[src/rtl/core/mfmssd_pkg.sv]
// ----------------------------------------------------------------------------
// MFM sync search decoder package
// Request and response types, command and status codes, register indexes.
// ----------------------------------------------------------------------------
package mfmssd_pkg;

   localparam int WORD_W  = 16;
   localparam int SHIFT_W = 5;
   localparam int COUNT_W = 13;
   localparam int BYTE_W  = 8;

   typedef enum logic [1:0] {
      CMD_ARM     = 2'd0,
      CMD_WORD    = 2'd1,
      CMD_TIMEOUT = 2'd2,
      CMD_UNUSED  = 2'd3
   } cmd_type;

   typedef enum logic [1:0] {
      STATUS_DATA    = 2'd0,
      STATUS_SYNC    = 2'd1,
      STATUS_NOSYNC  = 2'd2,
      STATUS_TIMEOUT = 2'd3
   } status_type;

   localparam logic [1:0] CSR_SYNC_PATTERN     = 2'd0;
   localparam logic [1:0] CSR_MAX_SEARCH_WORDS = 2'd1;
   localparam logic [1:0] CSR_DECODE_LENGTH    = 2'd2;

   localparam logic [WORD_W-1:0]  SYNC_PATTERN_RESET     = 16'h4489;
   localparam logic [WORD_W-1:0]  MAX_SEARCH_WORDS_RESET = 16'd64;
   localparam logic [COUNT_W-1:0] DECODE_LENGTH_RESET    = 13'd512;

   typedef struct packed {
      logic [1:0]        cmd;
      logic [WORD_W-1:0] raw_word;
   } req_type;

   typedef struct packed {
      logic [1:0]         status;
      logic [BYTE_W-1:0]  data_byte;
      logic [SHIFT_W-1:0] bit_shift;
      logic [COUNT_W-1:0] byte_count;
      logic               last_of_run;
   } rsp_type;

endpackage

[src/rtl/core/mfm_sync_search_decoder_core.sv]
// ----------------------------------------------------------------------------
// MFM sync search decoder core
// Takes one request per clock cycle, at full rate, whenever the response
// register is empty or is being emptied in the same cycle. Each request is
// handled combinationally: the seventeen sync compares, the realignment and
// the even-bit extraction sit between the run state registers and the response
// register, so a response appears on the cycle after its request and is held
// there until it is taken. Arming resets the run; the search and decode
// phases then follow the raw words, and a timeout closes any active run.
// ----------------------------------------------------------------------------
module mfm_sync_search_decoder_core #(
   parameter int MAX_RUN_BYTES = 4096
) (
   input  logic                      clock,
   input  logic                      reset,
   input  logic                      req_valid,
   output logic                      req_ready,
   input  mfmssd_pkg::req_type       req_payload,
   output logic                      rsp_valid,
   input  logic                      rsp_ready,
   output mfmssd_pkg::rsp_type       rsp_payload,
   input  logic                      csr_write_enable,
   input  logic [1:0]                csr_index,
   input  logic [15:0]               csr_write_data
);

   localparam logic [15:0] MaxRun = 16'(MAX_RUN_BYTES);

   typedef enum logic [3:0] {
      PH_IDLE   = 4'b0001,
      PH_FIRST  = 4'b0010,
      PH_SEARCH = 4'b0100,
      PH_DECODE = 4'b1000
   } phase_type;

   phase_type   phase_ff, phase_in;
   logic [15:0] older_ff, older_in;
   logic [15:0] tested_ff, tested_in;
   logic [4:0]  shift_ff, shift_in;
   logic [15:0] carry_ff, carry_in;
   logic [12:0] done_ff, done_in;

   logic [15:0] pattern_ff;
   logic [15:0] max_search_ff;
   logic [12:0] length_ff;

   logic                 rsp_valid_ff, rsp_valid_in;
   mfmssd_pkg::rsp_type  rsp_ff, rsp_in;

   logic        accept;
   logic        emit;
   logic [31:0] window;
   logic        found;
   logic [4:0]  found_shift;
   logic [4:0]  carry_shift;
   logic [31:0] carry_wide;
   logic [15:0] realigned;
   logic [7:0]  even_bits;
   logic [12:0] done_next;
   logic [15:0] run_len;

   assign req_ready   = !rsp_valid_ff || rsp_ready;
   assign accept      = req_valid && req_ready;
   assign rsp_valid   = rsp_valid_ff;
   assign rsp_payload = rsp_ff;

   assign window = {older_ff, req_payload.raw_word};

   always_comb begin
      found       = 1'b0;
      found_shift = '0;
      for (int sh = 16; sh >= 0; sh--) begin
         if (window[sh +: 16] == pattern_ff) begin
            found       = 1'b1;
            found_shift = 5'(sh);
         end
      end
   end

   // Leftover low bits of the new word, left aligned; none at shift zero.
   assign carry_shift = phase_ff == PH_DECODE ? shift_ff : found_shift;
   assign carry_wide  = {16'b0, req_payload.raw_word} << (5'd16 - carry_shift);
   assign realigned   = carry_ff | (req_payload.raw_word >> shift_ff);

   always_comb begin
      for (int k = 0; k < 8; k++) begin
         even_bits[k] = realigned[2 * k];
      end
   end

   assign done_next = done_ff + 13'd1;
   assign run_len   = ({3'b0, length_ff} < MaxRun) ? {3'b0, length_ff} : MaxRun;

   always_comb begin
      phase_in  = phase_ff;
      older_in  = older_ff;
      tested_in = tested_ff;
      shift_in  = shift_ff;
      carry_in  = carry_ff;
      done_in   = done_ff;
      emit      = 1'b0;
      rsp_in    = rsp_ff;
      case (req_payload.cmd)
         mfmssd_pkg::CMD_ARM: begin
            phase_in  = PH_FIRST;
            older_in  = '0;
            tested_in = '0;
            shift_in  = '0;
            carry_in  = '0;
            done_in   = '0;
         end
         mfmssd_pkg::CMD_TIMEOUT: begin
            if (phase_ff != PH_IDLE) begin
               emit                = 1'b1;
               rsp_in.status       = mfmssd_pkg::STATUS_TIMEOUT;
               rsp_in.data_byte    = '0;
               rsp_in.bit_shift    = phase_ff == PH_DECODE ? shift_ff : '0;
               rsp_in.byte_count   = done_ff;
               rsp_in.last_of_run  = 1'b1;
               phase_in            = PH_IDLE;
            end
         end
         mfmssd_pkg::CMD_WORD: begin
            case (phase_ff)
               PH_FIRST: begin
                  older_in = req_payload.raw_word;
                  phase_in = PH_SEARCH;
               end
               PH_SEARCH: begin
                  if (tested_ff >= max_search_ff) begin
                     emit               = 1'b1;
                     rsp_in.status      = mfmssd_pkg::STATUS_NOSYNC;
                     rsp_in.data_byte   = '0;
                     rsp_in.bit_shift   = '0;
                     rsp_in.byte_count  = '0;
                     rsp_in.last_of_run = 1'b1;
                     phase_in           = PH_IDLE;
                  end else if (found) begin
                     emit               = 1'b1;
                     shift_in           = found_shift;
                     carry_in           = carry_wide[15:0];
                     done_in            = '0;
                     rsp_in.status      = mfmssd_pkg::STATUS_SYNC;
                     rsp_in.data_byte   = '0;
                     rsp_in.bit_shift   = found_shift;
                     rsp_in.byte_count  = '0;
                     rsp_in.last_of_run = run_len == '0;
                     phase_in           = run_len == '0 ? PH_IDLE : PH_DECODE;
                  end else begin
                     older_in  = req_payload.raw_word;
                     tested_in = tested_ff + 16'd1;
                  end
               end
               PH_DECODE: begin
                  emit               = 1'b1;
                  carry_in           = carry_wide[15:0];
                  done_in            = done_next;
                  rsp_in.status      = mfmssd_pkg::STATUS_DATA;
                  rsp_in.data_byte   = even_bits;
                  rsp_in.bit_shift   = shift_ff;
                  rsp_in.byte_count  = done_next;
                  rsp_in.last_of_run = {3'b0, done_next} >= run_len;
                  if ({3'b0, done_next} >= run_len) begin
                     phase_in = PH_IDLE;
                  end
               end
               default: begin
                  phase_in = phase_ff;
               end
            endcase
         end
         default: begin
            phase_in = phase_ff;
         end
      endcase
   end

   always_comb begin
      if (accept && emit) begin
         rsp_valid_in = 1'b1;
      end else if (rsp_ready) begin
         rsp_valid_in = 1'b0;
      end else begin
         rsp_valid_in = rsp_valid_ff;
      end
   end

   always_ff @(posedge clock) begin
      if (reset) begin
         phase_ff     <= PH_IDLE;
         older_ff     <= '0;
         tested_ff    <= '0;
         shift_ff     <= '0;
         carry_ff     <= '0;
         done_ff      <= '0;
         rsp_valid_ff <= 1'b0;
      end else begin
         rsp_valid_ff <= rsp_valid_in;
         if (accept) begin
            phase_ff  <= phase_in;
            older_ff  <= older_in;
            tested_ff <= tested_in;
            shift_ff  <= shift_in;
            carry_ff  <= carry_in;
            done_ff   <= done_in;
         end
      end
   end

   always_ff @(posedge clock) begin
      if (accept && emit) begin
         rsp_ff <= rsp_in;
      end
   end

   always_ff @(posedge clock) begin
      if (reset) begin
         pattern_ff    <= mfmssd_pkg::SYNC_PATTERN_RESET;
         max_search_ff <= mfmssd_pkg::MAX_SEARCH_WORDS_RESET;
         length_ff     <= mfmssd_pkg::DECODE_LENGTH_RESET;
      end else if (csr_write_enable) begin
         case (csr_index)
            mfmssd_pkg::CSR_SYNC_PATTERN: begin
               pattern_ff <= csr_write_data;
            end
            mfmssd_pkg::CSR_MAX_SEARCH_WORDS: begin
               max_search_ff <= csr_write_data;
            end
            mfmssd_pkg::CSR_DECODE_LENGTH: begin
               length_ff <= csr_write_data[12:0];
            end
            default: begin
               length_ff <= length_ff;
            end
         endcase
      end
   end

endmodule

[config.mk]
export PLATFORM = sky130hd
export DESIGN_NAME = mfm_sync_search_decoder_core
export DESIGN_NICKNAME = d
export VERILOG_FILES = /design/src/rtl/core/mfmssd_pkg.sv /design/src/rtl/core/mfm_sync_search_decoder_core.sv
export SDC_FILE = /design/constraint.sdc
export NUM_CORES = 1
export LEC_CHECK = 0
export CAP_MARGIN = 30
export CORE_MARGIN = 2
export CORE_UTILIZATION = 50
export CTS_BUF_LIST = sky130_fd_sc_hd__clkbuf_4 sky130_fd_sc_hd__clkbuf_8
export CTS_CLUSTER_SIZE = 30
export DETAILED_ROUTE_END_ITERATION = 10
export DONT_BUFFER_PORTS = 1
export GPL_TIMING_DRIVEN = 0
export PLACE_DENSITY = 0.62
export SYNTH_ARGS = -nofsm -noshare
export SYNTH_HDL_FRONTEND = slang
export SYNTH_SLANG_ARGS = --single-unit
[constraint.sdc]
create_clock -name clock -period 5.7 [get_ports clock]
set_input_delay 1.14 -clock clock [delete_from_list [all_inputs] [get_ports clock]]
set_output_delay 1.14 -clock clock [all_outputs]
set_load 0.05 [all_outputs]
# ---- After elaboration in Yosys (flattened, before gate mapping)
# Cells that the tools add are included.
dict set report totals {
  regBits 144
  wordCells 158
}
dict set report classes {
  add_sub_neg 3
  n_lt_le_gt_ge 3
  n_eq_ne 38
  shifts 2
  mux 76
  n_bitwise 1
  reduce_logical 20
}
# cell n
set ops {}
lappend ops {{16-bit == test} 17}
lappend ops {{29-bit one-hot mux with 2 select lines} 2}
lappend ops {{5-bit two-way mux} 22}
lappend ops {{16-bit one-hot mux with 2 select lines} 3}
lappend ops {{29-bit two-way mux} 3}
lappend ops {{16-bit two-way mux} 5}
lappend ops {{15-bit one-hot mux with 2 select lines} 2}
lappend ops {{13-bit one-hot mux with 2 select lines} 2}
lappend ops {{13-bit two-way mux} 3}
lappend ops {{15-bit two-way mux} 2}
lappend ops {{5-bit AND reduction} 5}
lappend ops {{4-bit one-hot mux with 3 select lines} 2}
lappend ops {{1-bit two-way mux} 22}
lappend ops {{4-bit two-way mux} 5}
lappend ops {{16-bit by 1-bit adder with 16-bit output (second input constant)} 1}
lappend ops {{16-bit >= comparator} 1}
lappend ops {{16-bit zero test} 1}
lappend ops {{16-bit by 5-bit left shift with 15-bit output} 1}
lappend ops {{16-bit by 5-bit right shift with 15-bit output} 1}
lappend ops {{15-bit bitwise OR} 1}
lappend ops {{13-bit by 1-bit adder with 13-bit output (second input constant)} 1}
lappend ops {{13-bit >= comparator} 1}
lappend ops {{13-bit less-than comparator (second input constant)} 1}
lappend ops {{3-bit != test (second input constant)} 4}
lappend ops {{other kinds (23)} 35}

# ---- Longest topological paths before layout
dict set report logic_depth {
  depth_word 25
  depth_mapped 19
}

# ---- Worst setup path before layout
# Ideal clock, no wire load.
dict set report synth_path {
  path_kind {in2reg}
  from {in req_payload[12] in the netlist's numbering}
  to {reg carry_ff[8]}
  setup_ns 0.141
  t_arrival_ns 4.574
  slack_ns 0.985
  cell_stages 19
  path_buffers 3
  cell_sequence {buf_4 buf_6 xnor2_1 nand4_1 nor4_2 nor2_1 o31ai_4 a31oi_4 a21oi_4 inv_1 ha_1 clkbuf_1 mux4_2 nor2_1 a31oi_1 nand3_1 nor3_1 a32oi_1 o31ai_1}
}
dict set report synth_via {
  elab_chain_cells 21
  elab_cells_between_ends 48
}
# element line_no
set synth_rtl {}
lappend synth_rtl {{from (decl)} mfm_sync_search_decoder_core.sv:18} ;# input mfmssd_pkg::req_type req_payload,
lappend synth_rtl {{16-bit == test} mfm_sync_search_decoder_core.sv:73} ;# if (window[sh +: 16] == pattern_ff) begin
lappend synth_rtl {{5-bit two-way mux (13 in a row)} mfm_sync_search_decoder_core.sv:73}
lappend synth_rtl {{5-bit two-way mux} mfm_sync_search_decoder_core.sv:81} ;# assign carry_shift = phase_ff == PH_DECODE ? shift_ff : found_shift;
lappend synth_rtl {{5-bit subtractor} mfm_sync_search_decoder_core.sv:82} ;# assign carry_wide = {16'b0, req_payload.raw_word} << (5'd16 - carry_shift);
lappend synth_rtl {{16-bit by 5-bit left shift with 15-bit output} mfm_sync_search_decoder_core.sv:82}
lappend synth_rtl {{15-bit two-way mux} mfm_sync_search_decoder_core.sv:138} ;# end else if (found) begin
lappend synth_rtl {{15-bit two-way mux} mfm_sync_search_decoder_core.sv:130} ;# if (tested_ff >= max_search_ff) begin
lappend synth_rtl {{15-bit one-hot mux with 2 select lines} mfm_sync_search_decoder_core.sv:124} ;# case (phase_ff)
lappend synth_rtl {{15-bit one-hot mux with 2 select lines} mfm_sync_search_decoder_core.sv:103} ;# case (req_payload.cmd)
lappend synth_rtl {{to (signal assigned)} mfm_sync_search_decoder_core.sv:204} ;# carry_ff <= carry_in;
lappend synth_rtl {{to (decl)} mfm_sync_search_decoder_core.sv:40} ;# logic [15:0] carry_ff, carry_in;
# Parallel ways exist; a longest one is shown, timed or not. The select of a mux whose other input is x is not followed.
# A chain may end at the register's enable or synchronous reset.

# ---- Worst setup path in the final report
# Same ends and word-level chain as after synthesis.

==> out/summary.json <==
{
  "synthArstFlopShare_pct": 0,
  "layout.area.seq_um2": 3030,
  "final_hold_viol_count": 0,
  "finish.utilization_pct": 54.8,
  "placed_cells": 1596,
  "total_leakage_power_uw": 0.00422,
  "antenna_cells": 0,
  "rrSetupSlack_ns": 0.95,
  "rows": 54,
  "routabilityCongestion": 0.913,
  "mean_post_synth_cell_area_um2": 8.60,
  "post-cts-setup-buffer-count": 0,
  "netlist_instances": 1314,
  "synth_enable_flop_cells": 29,
  "cts.sink_count": 137,
  "design.die.area_um2": 23800,
  "drtAntennaViolNets": 0,
  "r2r_cells": 19,
  "number_of_synthesized_register_bits": 137,
  "synthDistinctLibCells": 83,
  "count_of_input_and_output_buffers": 0,
  "fmaxAchievable_mhz": 198,
  "hold_start": "max_search_ff[8]",
  "nFillCells": 2077,
  "cts_buffers": 17,
  "pwr-share-seq_pct": 45.7,
  "clock_root_cell": "clkbuf_8",
  "cell_area_after_technology_mapping_um2": 11300,
  "power.share.switching_pct": 31.9,
  "number_of_detailed_route_iterations_in_the_first_pass": 5,
  "crit_path_time_final_ns": 5.06,
  "design_area_um2": 12100,
  "maxSlewViolCount": 0,
  "worstHoldEndpoint": "max_search_ff[8]",
  "boundaryPins": 72,
  "synth.top_cells.by_area": "dfxtp_1 (19%), xnor2_1 (16%), edfxtp_1 (7.7%)",
  "finalWirelength_mm": 33.0,
  "yosysSeqAreaShare_pct": 26.9,
  "routed_wire_length_per_instance_um": 20.3,
  "slew_headroom_pct": 35.1,
  "share_clk_of_total_power_pct": 37.3,
  "final.setup.tns_ns": 0,
  "detailroute.via_count": 9574,
  "initial_utilization_pct": 51.3,
  "ir_worst_vdd_mv": 0.143,
  "finalCritPeriodShare_pct": 88.7,
  "post_route_cells_drive_above_1_share_pct": 11.6,
  "clock_insertion_delay_worst_skew_ns": 0.47,
  "dpl-instance-area_um2": 11700,
  "wire_length_of_the_first_global_routing_pass_mm": 51.6,
  "rsz0062_at_grt": "false",
  "report.final.setup_viol": 0,
  "yosys.area.top_type_share_pct": 19.1,
  "min_path_cells": 2,
  "max_slew.worst_pin.slew_ns": 0.964,
  "setup_skew_ns": 0.0198,
  "grt.total_usage_pct": 27.7,
  "post-dp-hpwl_mm": 24.2,
  "cts_hold_buf": 0,
  "synth_top_area_cell": "dfxtp_1",
  "min_path_type": "flip-flop to flip-flop",
  "path_class": "input pin to flip-flop",
  "timing.critical_path.fanout_max": 10,
  "intPower_uw": 1520,
  "die_h_um": 154,
  "required_ns": 6.04,
  "final_nets": 1411,
  "power_per_cell_area_nw_per_um2": 185,
  "netSwitchingPower_uw": 713,
  "max-clock-path-buffers": 2,
  "rr_startpoint": "pattern_ff[13]",
  "timing.critical_path.to_type": "flip-flop",
  "cts.htree.levels": 4,
  "core_area_um2": 22000,
  "cts_repair_resize_count": 0,
  "timing.critical_path.arrival_ns": 5.40,
  "final-instance-count-excl-fill": 1628,
  "areaGrowthSynthToFinish_pct": 6.88,
  "routed_via_density": 5.88,
  "yosysWarningCount": 0,
  "initial_antenna_violation_count": 0,
  "mappedNetlistNets": 1390,
  "synth_top_flop_cell": "dfxtp_1",
  "critical_path.reg2reg.endpoint": "carry_ff[8]",
  "tritoncts": "done",
  "status": "finished clean",
  "clkTransAtPathRegs_ns": 0.09,
  "comb_power_share_pct": 17.0,
  "detailedRoute.firstIterationViolations": 865,
  "die_w_um": 154,
  "pin_count_of_the_biggest_net_entering_global_routing": 19,
  "grt_pass1_vias": 9069,
  "worstSetupStartpointType": "input pin",
  "remaining_drc_errors": 0,
  "multiInputGateArea_um2": 7260,
  "number_of_maximum_capacitance_constraint_violations": 0,
  "grt_overflow": 0
}
[synth_stat cells, types with 5 or more instances]
| library cell | n |
|---|---|
| mux2i_1 | 12 |
| xor2_1 | 84 |
| a22oi_1 | 19 |
| mux4_2 | 10 |
| and2_1 | 8 |
| nand4_1 | 65 |
| o21ai_0 | 48 |
| nand2_1 | 157 |
| buf_6 | 44 |
| and3_1 | 15 |
| nor2b_1 | 7 |
| nand3b_1 | 5 |
| nor4_1 | 28 |
| nor2_1 | 72 |
| xnor2_1 | 212 |
| edfxtp_1 | 29 |
| buf_4 | 17 |
| dfxtp_1 | 108 |
| ha_1 | 35 |
| nand2b_1 | 9 |
| inv_1 | 31 |
| o211ai_1 | 6 |
| clkbuf_1 | 38 |
| a21o_1 | 8 |
| buf_2 | 13 |
| or3_1 | 7 |
| a21oi_1 | 86 |
| nand3_1 | 30 |
| nor3_1 | 14 |
| nor4_2 | 11 |
[cell families (layout without fill, tap and decap cells)]
kind of cell / Yosys count / in the layout / synth area share [%]
buffers and inverters: 149 / 183 / 8.83
xor gates and xnor gates: 296 / 296 / 23.0
adders and majority gates: 35 / 35 / 3.88
AOI/OAI and AO/OA: 216 / 216 / 12.4
and+or+nand+nor: 452 / 452 / 20.9
DFF: 137 / 137 / 26.9
muxes: 29 / 29 / 4.15
[stage by stage]
stage	total power, µW	hold WS (ns)	setup slack (ns)
2_1_floorplan	1330	0.436	0.985
3_3_place_gp	1410	0.445	0.341
3_5_place_dp	1420	0.448	0.303
4_1_cts	2240	0.460	0.800
5_1_grt	2310	0.476	0.396
6_report	2240	0.456	0.643
[power groups by stage]
stage | registers [µW] | clock network, µW | logic (µW)
after floorplan | 1040 | 0 | 291
after global placement | 1040 | 0 | 367
after detailed placement | 1040 | 0 | 373
after CTS | 1020 | 849 | 374
after global routing | 1020 | 882 | 407
final | 1020 | 835 | 379
[flip-flops by register name, indices dropped and copies added (netlist names)]
signal         cells
tested_ff         16
done_ff           13
max_search_ff     16
length_ff         13
older_ff          16
phase_ff           4
pattern_ff        16
rsp_valid          1
shift_ff           5
carry_ff           8
rsp_payload       29
[final cells by class]
type | instances | area share, %
buffer | 117 | 7.27
clock buffer | 17 | 1.94
clock inverter | 15 | 1.33
inverter | 32 | 0.995
multi-input combinational | 1028 | 60.2
sequential | 137 | 25.1
tap | 280 | 2.90
timing repair buffer | 2 | 0.269
[critical path: stages]
cell	delay, ns
buf_4	0.20
buf_6	0.21
xnor2_1	0.14
nand4_1	0.12
nor4_1	0.79
nor3_1	0.18
o31ai_4	0.13
a31oi_4	0.22
a21oi_4	0.40
inv_1	0.12
ha_1	0.36
clkbuf_1	0.36
mux4_2	0.36
nor2_1	0.10
a31oi_1	0.05
nand3_1	0.13
nor3_1	0.06
a32oi_1	0.21
o31ai_1	0.09
[worst max-delay path by stage]
stage                    start           to  slack, ns  cells past startpoint
6_report       req_payload[12]  carry_ff[8]       0.64                     19
5_1_grt        req_payload[13]  carry_ff[8]       0.40                     19
3_5_place_dp   req_payload[12]  carry_ff[8]       0.30                     19
4_1_cts        req_payload[13]  carry_ff[8]       0.80                     19
2_1_floorplan  req_payload[12]  carry_ff[8]       0.99                     19
3_3_place_gp   req_payload[12]  carry_ff[8]       0.34                     19
[placed cells by master (no fill, tap or decap), drive strengths merged, types with 5 or more instances in the layout]
master and n:
a21o 8, a21oi 88, a22oi 19, and2 9, and3 15, and4 5
buf 79, clkbuf 57, dfxtp 108, edfxtp 29, ha 35, inv 39
mux2i 12, mux4 13, nand2 158, nand2b 9, nand3 30, nand3b 5
nand4 66, nor2 73, nor2b 7, nor3 14, nor4 39, o211ai 6
o21ai 49, o31ai 5, or3 7, xnor2 212, xor2 84
[metal layers]
metal  routed length (µm)  vias up  GRT usage [%]
met5                    0        -              0
met4                  875        0           10.3
met3                 2310       67           4.09
met2                15200      390           45.0
met1                14600     4502           37.6
li1                     -     4615              -
(Power assumes the default switching activity.)
